<file path="src/rtl/vt4_pkg.sv">
// Shared types, constants and helpers of the 4x4 vertex transform.
package vt4_pkg;

  // Configuration register file
  localparam int unsigned NUM_REGS  = 8;
  localparam int unsigned REG_IDX_W = $clog2(NUM_REGS);
  localparam int unsigned REG_W     = 64;

  // Matrix and vector geometry
  localparam int unsigned ELEM_W    = 32;
  localparam int unsigned VEC_LEN   = 4;
  localparam int unsigned NUM_ELEMS = VEC_LEN * VEC_LEN;

  // Datapath widths: product, pair sum, full dot-product sum
  localparam int unsigned PROD_W = 2 * ELEM_W;
  localparam int unsigned PSUM_W = PROD_W + 1;
  localparam int unsigned SUM_W  = PROD_W + 2;

  // Pipeline depth: products, pair sums, full sum, shift and clip
  localparam int unsigned STAGES = 4;

  localparam int unsigned FRAC_BITS_DEF = 16;

  // Clip values
  localparam logic [ELEM_W-1:0] SAT_MAX = {1'b0, {(ELEM_W-1){1'b1}}};
  localparam logic [ELEM_W-1:0] SAT_MIN = {1'b1, {(ELEM_W-1){1'b0}}};

  typedef logic signed [ELEM_W-1:0] elem_t;
  typedef elem_t [VEC_LEN-1:0]      vec_t;
  typedef elem_t [NUM_ELEMS-1:0]    coef_mat_t;

  // Per-stage register load strobes from the pipeline control
  typedef struct packed {
    logic [STAGES-1:0] load;
  } ctrl_t;

  // Reset contents of one coefficient pair: identity matrix, 1.0 = 1 << frac
  function automatic logic [REG_W-1:0] reset_pair(int unsigned k, int unsigned frac);
    logic [REG_W-1:0] r;
    int unsigned      e;
    r = '0;
    for (int unsigned h = 0; h < 2; h++) begin
      e = 2 * k + h;
      if ((e >> 2) == (e & 3)) begin
        r[h*ELEM_W +: ELEM_W] = ELEM_W'(1) << frac;
      end
    end
    return r;
  endfunction

endpackage

</file>
<file path="src/rtl/vt4_pipe_ctrl.sv">
// Valid/ready control of the transform pipeline: per-stage valid bits and load strobes.
module vt4_pipe_ctrl import vt4_pkg::*; (
  input  logic  clk_i,
  input  logic  rst_ni,
  input  logic  in_valid_i,
  output logic  in_ready_o,
  output logic  out_valid_o,
  input  logic  out_ready_i,
  output ctrl_t ctrl_o
);

  logic [STAGES-1:0] valid_q, valid_d;
  logic [STAGES-1:0] valid_prev;
  logic [STAGES:0]   ready;

  // Valid bit feeding each stage
  assign valid_prev = {valid_q[STAGES-2:0], in_valid_i};

  // A stage takes new data when it is empty or its successor takes its contents
  always_comb begin
    ready[STAGES] = out_ready_i;
    for (int k = STAGES - 1; k >= 0; k--) begin
      ready[k] = !valid_q[k] || ready[k+1];
    end
    for (int k = 0; k < STAGES; k++) begin
      valid_d[k] = ready[k] ? valid_prev[k] : valid_q[k];
    end
  end

  always_ff @(posedge clk_i or negedge rst_ni) begin
    if (!rst_ni) begin
      valid_q <= '0;
    end else begin
      valid_q <= valid_d;
    end
  end

  assign ctrl_o.load = ready[STAGES-1:0];
  assign in_ready_o  = ready[0];
  assign out_valid_o = valid_q[STAGES-1];

endmodule

</file>
<file path="config.mk">
export PLATFORM = sky130hd
export DESIGN_NAME = vt4_pipe_ctrl
export DESIGN_NICKNAME = d
export VERILOG_FILES = /design/src/rtl/vt4_pkg.sv /design/src/rtl/vt4_pipe_ctrl.sv
export SDC_FILE = /design/constraint.sdc
export NUM_CORES = 1
export LEC_CHECK = 0
export ABC_AREA = 1
export BUFFER_PORTS_ARGS = -buffer_cell sky130_fd_sc_hd__buf_2
export CAP_MARGIN = 20
export CORE_AREA = 2 2 39 41
export DETAILED_ROUTE_END_ITERATION = 16
export DIE_AREA = 0 0 41 43
export GPL_ROUTABILITY_DRIVEN = 0
export PLACE_DENSITY_LB_ADDON = 0.08
export SLEW_MARGIN = 15
export SYNTH_ARGS = -nofsm -noshare
export SYNTH_HDL_FRONTEND = slang
export SYNTH_SLANG_ARGS = --single-unit
</file>
<file path="constraint.sdc">
create_clock -name clk_i -period 0.8 [get_ports clk_i]
set_input_delay 0.04 -clock clk_i [delete_from_list [all_inputs] [get_ports clk_i]]
set_output_delay 0.04 -clock clk_i [all_outputs]
set_load 0.1 [all_outputs]
</file>
---- Word-level counts from Yosys, hierarchy flattened ----
Cells that the tools add are included.
cells by class
  reduce and logical (&&, ||, !) cells .... 8
operators by type and width
  operator            number
  $logic_not A1 Y1    4
  $logic_or A1 B1 Y1  4
storage, ports and cells
  flip-flop bits (word level) ............. 4
  input bits .............................. 4
  word-level logic and storage cells ...... 12

---- Logic depth before layout (Yosys ltp) ----
Gate-level depths: netlist of run 1.
  depth after elaboration ................. 5
  gate-level depth with buffers ........... 4
  mapped depth without buffers ............ 4

---- Least setup slack after synthesis of run 1 ----
No wires, ideal clock.
  path type ............................... flip-flop to output port
  start ................................... register valid_q[3]
  end ..................................... output ctrl_o[0] (netlist name)
  path slack .............................. -2.024 ns
  cell stages (with the launch flop) ...... 5
  data required time ...................... 0.760 ns
  path buffers ............................ 1
  arrival time ............................ 2.784 ns
  path through ............................ dfrtp_1 inv_1 nor2_4 nand4_1 buf_4
on the way
  word-level cells in the longest chain between the ends .. 5
RTL lines
  what                             line                 RTL
  start, declared                  vt4_pipe_ctrl.sv:12  logic [STAGES-1:0] valid_q, valid_d;
  start signal, assigned           vt4_pipe_ctrl.sv:34  valid_q <= valid_d;
  $logic_not A1 Y1                 vt4_pipe_ctrl.sv:23  ready[k] = !valid_q[k] || ready[k+1];
  $logic_or A1 B1 Y1 (4 in a row)  vt4_pipe_ctrl.sv:23
  end, declared                    vt4_pipe_ctrl.sv:9   output ctrl_t ctrl_o
Every way passes these cells.

==> results.json, run 1 <==
{
  "status": "finished, violations left",
  "violations": "negative setup slack",
  "finalInstanceArea_sq_um": 398,
  "critPathMaxFanout": 5,
  "multi_input_area_sq_um": 43.8,
  "hold_class": "in2async",
  "required_ps": 760,
  "n_antenna_cell": 0,
  "cts_buffers": 3,
  "total_power_mw": 0.957,
  "path_class": "reg2out",
  "maxSlewViolCount": 0,
  "drive_above_1_share_pct": 51.4,
  "reg_top3": "valid_q: 4 flops",
  "yosys.area.top_type": "dfrtp_1",
  "drc": 0,
  "synth.area.top_cells": "dfrtp_1, inv_1, nand2_1",
  "cts_sinks": 4,
  "tightest_slew_ps": 169,
  "dr.pass1.iters": 1,
  "io-pin-count": 10,
  "grt_pass1_vias": 170,
  "setup_viol": 10,
  "seq_area_frac_synth_pct": 58.8,
  "slew_headroom_pct": 88.7,
  "syn_area_per_cell_sq_um": 9.45,
  "ys_ff_latch": 4,
  "final.period_utilization_pct": 156,
  "gr-total-overflow": 0,
  "cts_tree": "built",
  "core_sq_um": 1380,
  "ir_worst_vdd_v": 0.000714,
  "antenna_left": 0,
  "port_buffers": 9,
  "cap_violations": 0,
  "clk_latency_ps": 240,
  "hold_viol_final": 0,
  "crit_arrival_ps": 1210,
  "finalNetCount": 40,
  "yosysTopAreaCellShare_pct": 58.8,
  "grt_max_degree": 6,
  "vias": 167,
  "wl_per_cell_um": 7.24,
  "clock_skew_ps": 9.01,
  "grtUsageTotal_pct": 6.05,
  "root_buffer": "clkbuf_4",
  "yosys_warnings": 0,
  "final_common_cell": "buf_12",
  "die_h_um": 43,
  "start_util_pct": 12.3,
  "syn_to_final_growth_pct": 134,
  "power_leakage_nw": 0.202,
  "reg2reg_slack_ps": -140,
  "die_x_um": 41,
  "rows": 14,
  "drt_first_iter_violations": 0,
  "largest_reg_flops": 4,
  "power_per_cell_area_nw_per_um2": 2400,
  "routed_wl_um": 369,
  "setup_ws_ps": -448,
  "setup_tns_ps": -2730,
  "place_area_sq_um": 337,
  "htree_levels": 1,
  "hpwl_um": 305,
  "final_cell_mix": "buf_12, inv_1, nand2_1",
  "fin_crit_ps": 1250,
  "clkTransAtPathRegs_ps": 40,
  "num-fill-cells": 155,
  "syn_area_sq_um": 170,
  "viasPerCell": 3.27,
  "syn_nets": 22,
  "yosysUniqueCellTypes": 8,
  "dieArea_sq_um": 1760,
  "clockBufferDepth": 2,
  "grt_antenna_before_repair": 0,
  "top_register": "valid_q",
  "grt_pass1_wl_um": 627,
  "start_kind": "register",
  "syn_inst": 18,
  "rsz0062_at_grt": "true",
  "ff_latch_area_sq_um": 104,
  "critPathCaptureType": "output port",
  "fmax_mhz": 801
}
[cell families (layout without fill, tap and decap cells)]
logic type / after synthesis / after routing / share of synthesized area, %
AND/OR/NAND/NOR: 8 / 8 / 25.7
flip-flops: 4 / 4 / 58.8
buffers and inverters: 6 / 23 / 15.4
[what timing repair did]
| item | in CTS | in global routing |
|---|---|---|
| hold endpoints to repair | 5 | 0 |
| buffers inserted | 1 | 0 |
| pin swaps | 2 | 0 |
| resized for setup | 2 | 0 |
| hold buffers | 2 | 0 |
| endpoints found under the setup margin | 10 | 10 |
[routing by layer]
metal | vias to the layer above | share of wire [%] | global-route usage [%]
met5 | - | 0 | 0
met4 | 0 | 0 | 8.00
met2 | 7 | 49 | 7.19
met3 | 0 | 13 | 3.66
met1 | 75 | 38 | 5.86
li1 | 85 | - | -
[final timing paths]
check | start | to | cells past startpoint
setup reg to reg | valid_q[3] | valid_q[0] | 5
hold reg to reg | valid_q[0] | valid_q[1] | 2
setup / recovery | valid_q[3] | ctrl_o[0] | 5
max in group asynchronous | rst_ni | valid_q[3] | 2
min in group clk_i | out_ready_i | valid_q[2] | 4
hold / removal | rst_ni | valid_q[3] | 2
[layout make-up]
type	instances	area share [%]
repair buffers	14	46.5
flip-flops and latches	4	26.1
multi-input cells	8	11.0
clock buffers	4	6.60
inverters	5	4.72
well taps	16	5.03
[critical path, stage by stage (launching register included)]
cell,delay [ps]
dfrtp_4,400
inv_2,40
nor2_4,100
nand4_1,110
buf_6,150
buf_12,160
[power by group]
part | internal [mW] | leakage (nW) | switching, mW | total [mW]
registers | 0.226 | 0.0415 | 0.0140 | 0.240
logic | 0.159 | 0.145 | 0.283 | 0.442
clock network | 0.187 | 0.0150 | 0.0876 | 0.275
[Yosys cell counts]
master,number
inv_1,5
dfrtp_1,4
nand2_1,4
buf_4,1
nand3_1,1
nand4_1,1
nor2_4,1
or2_1,1
[stage by stage]
stage | utilization, % | cells | hold WS [ps] | setup WS (ps)
2_1_floorplan | - | 18 | -256 | -1540
3_3_place_gp | 24.3 | 44 | -146 | -224
3_5_place_dp | 24.3 | 44 | -148 | -212
4_1_cts | 28.8 | 51 | 129 | -474
5_1_grt | 28.8 | 51 | 149 | -524
6_report | 28.8 | 51 | 135 | -448
Power figures use the tool's default switching activity.
==> run 2, diff against run 1 <==
--- a/config.mk
+++ b/config.mk
@@ -9,6 +9,7 @@
 export BUFFER_PORTS_ARGS = -buffer_cell sky130_fd_sc_hd__buf_2
 export CAP_MARGIN = 20
 export CORE_AREA = 2 2 39 41
+export CTS_BUF_LIST = sky130_fd_sc_hd__clkbuf_16
 export DETAILED_ROUTE_END_ITERATION = 16
 export DIE_AREA = 0 0 41 43
 export GPL_ROUTABILITY_DRIVEN = 0
==> run 2 against run 1 <==
The flow finishes with violations (negative hold slack, negative setup slack). Routed wire length increased by 12%. Combinational power increased by 2%. Design area increased by 15%. Flip-flop and latch count unchanged. Power increased by 55%. Largest power group is now clock.
==> results.json, run 2 (synthesis gave the netlist of run 1 again) <==
{
  "path_class": "reg2out",
  "required_ps": 760,
  "ff_latch_area_sq_um": 104,
  "fin_crit_ps": 1230,
  "num-fill-cells": 149,
  "reg2reg_slack_ps": -170,
  "start_kind": "register",
  "clockBufferDepth": 2,
  "port_buffers": 9,
  "cts_sinks": 4,
  "die_x_um": 41,
  "final_common_cell": "buf_12",
  "hold_viol_final": 1,
  "critPathCaptureType": "output port",
  "critPathSlowestCell": "dfrtp_4",
  "final_cell_mix": "buf_12, inv_1",
  "finalNetCount": 40,
  "drt_first_iter_violations": 0,
  "dieArea_sq_um": 1760,
  "syn_to_final_growth_pct": 169,
  "cts_buffers": 3,
  "grt_max_degree": 6,
  "clock_skew_ps": 4.01,
  "grt_pass1_wl_um": 621,
  "hold_slack_ps": -2.12,
  "crit_arrival_ps": 1190,
  "rows": 14,
  "grt_antenna_before_repair": 0,
  "wl_per_cell_um": 8.08,
  "critical_path_buf_inv_count": 3,
  "crit-reg2reg-launch": "valid_q[3]",
  "fmax_mhz": 811,
  "dp_slack_ps": -212,
  "rsz0062_at_grt": "true",
  "grtUsageTotal_pct": 6.05,
  "slew_headroom_pct": 89.7,
  "vias": 172,
  "power_leakage_nw": 0.231,
  "clkTransAtPathRegs_ps": 30,
  "setup_viol": 10,
  "post-place-cells": 44,
  "top_register": "valid_q",
  "dr.pass1.iters": 1,
  "cpPeakStageDelay_ps": 470,
  "tightest_slew_ps": 155,
  "status": "finished, violations left",
  "cap_violations": 0,
  "worstPathCellList": "inv_4 > nor2_4 > buf_4 > nand3_2 > buf_12",
  "largest_reg_flops": 4,
  "setup_ws_ps": -433,
  "startpoint": "valid_q[3]",
  "viasPerCell": 3.37,
  "hpwl_um": 305,
  "start_util_pct": 12.3,
  "maxSlewViolCount": 0,
  "grt_pass1_vias": 167,
  "critPathMaxFanout": 4,
  "htree_levels": 1,
  "core_sq_um": 1380,
  "multi_input_area_sq_um": 51.3,
  "gr-total-overflow": 0,
  "root_buffer": "clkbuf_16",
  "fin_cells": 51,
  "ir_worst_vdd_v": 0.00134,
  "n_antenna_cell": 0,
  "die_h_um": 43,
  "drc": 0,
  "min_from": "in_valid_i",
  "power_per_cell_area_nw_per_um2": 3240,
  "reg_top3": "valid_q: 4 flops",
  "antenna_left": 0,
  "io-pin-count": 10,
  "drive_above_1_share_pct": 60.0,
  "violations": "negative hold slack, negative setup slack",
  "path_delay_family": "flip-flops",
  "cts_tree": "built",
  "routed_wl_um": 412,
  "final.period_utilization_pct": 154,
  "hold_class": "in2reg",
  "clk_latency_ps": 230
}
## run 2: final timing paths
| check | cells after the start | end |
|---|---|---|
| min in group asynchronous | 2 | valid_q[3] |
| worst min register to register | 2 | valid_q[1] |
| worst max-delay path | 5 | ctrl_o[1] |
| worst max register to register | 5 | valid_q[1] |
| max in group asynchronous | 2 | valid_q[3] |
| worst min-delay path | 3 | valid_q[0] |
## run 2: tightest hold or removal path: cells and delay by family
family                 cells  cell delay [ps]
buffers and inverters      2              100
AND/OR/NAND/NOR            1               50
## run 2: per-stage QoR
step	TNS [ps]	utilization, %	instance area (sq um)	power, mW
floorplan	-8130	-	181	0.513
global placement	-1180	24.3	337	0.668
detailed placement	-1170	24.3	337	0.668
CTS	-2720	31.8	440	1.49
global route	-3300	33.1	458	1.53
finish	-2900	33.1	458	1.49
## run 2: report_power, final
part           switching (mW)  internal (mW)
registers              0.0195          0.227
logic                   0.286          0.165
clock network           0.144          0.645
## run 2: final cells by class
class                      instances  share of cell area, %
timing repair buffer              14                   39.9
sequential                         4                   22.7
clock buffer                       3                   16.4
multi-input combinational          8                   11.2
inverter                           5                   4.64
tap                               16                   4.37
clock inverter                     1                  0.820
## run 2: timing repair
action | 4_1_cts | 5_1_grt
setup buffers | 1 | 1
hold endpoints to repair | 4 | 0
hold buffers | 1 | 0
pin swaps | 2 | 0
setup endpoints to repair | 10 | 10
resized for setup | 2 | 3
## run 2: layer usage
layer | routed length (um) | up-vias | GRT usage (%) | part of all wire, %
met5 | 0 | - | 0 | 0
met4 | 18 | 0 | 6.00 | 4.4
met3 | 56 | 2 | 5.24 | 14
met2 | 202 | 10 | 7.19 | 49
met1 | 136 | 76 | 5.86 | 33
li1 | - | 84 | - | -
==> run 3, diff against run 2 <==
--- a/config.mk
+++ b/config.mk
@@ -14,6 +14,7 @@
 export DIE_AREA = 0 0 41 43
 export GPL_ROUTABILITY_DRIVEN = 0
 export PLACE_DENSITY_LB_ADDON = 0.08
+export SETUP_SLACK_MARGIN = 0.3
 export SLEW_MARGIN = 15
 export SYNTH_ARGS = -nofsm -noshare
 export SYNTH_HDL_FRONTEND = slang
==> run 3 against run 2 <==
Design area is the same. Global-route usage did not move. Routed wire length unchanged. Core utilization stayed put. Fmax unchanged. The flow still finishes with violations (negative hold slack, negative setup slack). Largest power group unchanged.
==> results.json, run 3 (synthesis gave the netlist of run 1 again) <==
{
  "status": "finished, violations left",
  "violations": "negative hold slack, negative setup slack",
  "vias": 172,
  "dr.pass1.iters": 1,
  "power.internal_mw": 1.04,
  "combPwrFrac_pct": 30.3,
  "core_sq_um": 1380,
  "drt_first_iter_violations": 0,
  "start_kind": "register",
  "port_buffers": 9,
  "rows": 14,
  "cap_violations": 0,
  "root_buffer": "clkbuf_16",
  "power_per_cell_area_nw_per_um2": 3240,
  "p_switching_mw": 0.449,
  "clock_skew_ps": 4.01,
  "start_util_pct": 12.3,
  "final_cell_mix": "buf_12, inv_1",
  "crit-reg2reg-launch": "valid_q[3]",
  "drive_above_1_share_pct": 60.0,
  "drc": 0,
  "reg2reg_slack_ps": -170,
  "final_common_cell": "buf_12",
  "final.period_utilization_pct": 154,
  "viasPerCell": 3.37,
  "reg_top3": "valid_q: 4 flops",
  "required_ps": 760,
  "setup_ws_ps": -433,
  "dieArea_sq_um": 1760,
  "maxSlewViolCount": 0,
  "wl_per_cell_um": 8.08,
  "swShare_pct": 30.2,
  "cts_tree": "built",
  "finalNetCount": 40,
  "antenna_left": 0,
  "cts_buffers": 3,
  "crit_arrival_ps": 1190,
  "n_antenna_cell": 0,
  "grt_antenna_before_repair": 0,
  "clkTransAtPathRegs_ps": 30,
  "pwr-share-clk_pct": 53.1,
  "num-fill-cells": 149,
  "fin_crit_ps": 1230,
  "hpwl_um": 305,
  "rsz0062_at_grt": "true",
  "critPathMaxFanout": 4,
  "gr-total-overflow": 0,
  "grt_max_degree": 6,
  "htree_levels": 1,
  "hold_slack_ps": -2.12,
  "largest_reg_flops": 4,
  "finalInstanceArea_sq_um": 458,
  "grt_pass1_wl_um": 621,
  "setup_viol": 10,
  "grtUsageTotal_pct": 6.05,
  "ir_worst_vdd_v": 0.00134,
  "critPathCaptureType": "output port",
  "top_register": "valid_q",
  "grt_pass1_vias": 167,
  "die_h_um": 43,
  "post-place-cells": 44,
  "seqPwrFrac_pct": 16.6,
  "startpoint": "valid_q[3]",
  "hold_class": "in2reg",
  "fmax_mhz": 811,
  "die_x_um": 41,
  "fin_cells": 51,
  "cts_sinks": 4,
  "min_from": "in_valid_i",
  "tightest_slew_ps": 155,
  "path_class": "reg2out",
  "clockBufferDepth": 2,
  "clk_latency_ps": 230,
  "routed_wl_um": 412,
  "slew_headroom_pct": 89.7,
  "io-pin-count": 10,
  "power_leakage_nw": 0.231,
  "total_power_mw": 1.49,
  "syn_to_final_growth_pct": 169,
  "hold_viol_final": 1,
  "place_area_sq_um": 337
}
[run 3: layout make-up]
cell class                 count  area, sq um  area share (%)
timing repair buffer          14          183            39.9
tap                           16         20.0            4.37
multi-input combinational      8         51.3            11.2
clock inverter                 1         3.75           0.820
sequential                     4          104            22.7
inverter                       5         21.3            4.64
clock buffer                   3         75.1            16.4
[run 3: metrics by stage]
step | TNS [ps] | util [%] | setup slack (ps)
3_5_place_dp | -1170 | 24.3 | -212
5_1_grt | -3300 | 33.1 | -485
2_1_floorplan | -8130 | - | -1540
6_report | -2900 | 33.1 | -433
4_1_cts | -2720 | 31.8 | -450
3_3_place_gp | -1180 | 24.3 | -224
[run 3: routing by layer]
layer	wire length [um]	track usage [%]	up-vias
li1	-	-	84
met1	136	5.86	76
met2	202	7.19	10
met3	56	5.24	2
met4	18	6.00	0
met5	0	0	-
[run 3: power by group through the flow]
stage,Clock (mW),Sequential (mW),Combinational (mW)
after floorplan,0,0.272,0.241
after global placement,0,0.243,0.425
after detailed placement,0,0.243,0.425
after CTS,0.802,0.240,0.443
after global routing,0.817,0.248,0.467
final,0.790,0.246,0.450
[run 3: worst paths after layout]
check	to	cells after the start
worst max-delay path	ctrl_o[1]	5
worst min-delay path	valid_q[0]	3
worst max register to register	valid_q[1]	5
worst min register to register	valid_q[1]	2
max in group asynchronous	valid_q[3]	2
min in group asynchronous	valid_q[3]	2
[run 3: worst max-delay path: stages (launching register included)]
cell	delay (ps)
dfrtp_4	470
inv_4	60
nor2_4	30
buf_4	130
nand3_2	90
buf_12	180
[run 3: repair_timing]
action	in CTS	in global routing
hold buffers	1	0
gates cloned	0	0
endpoints found under the hold margin	4	0
endpoints found under the setup margin	10	10
pin swaps	2	0
resized for setup	2	3
buffers inserted	1	1
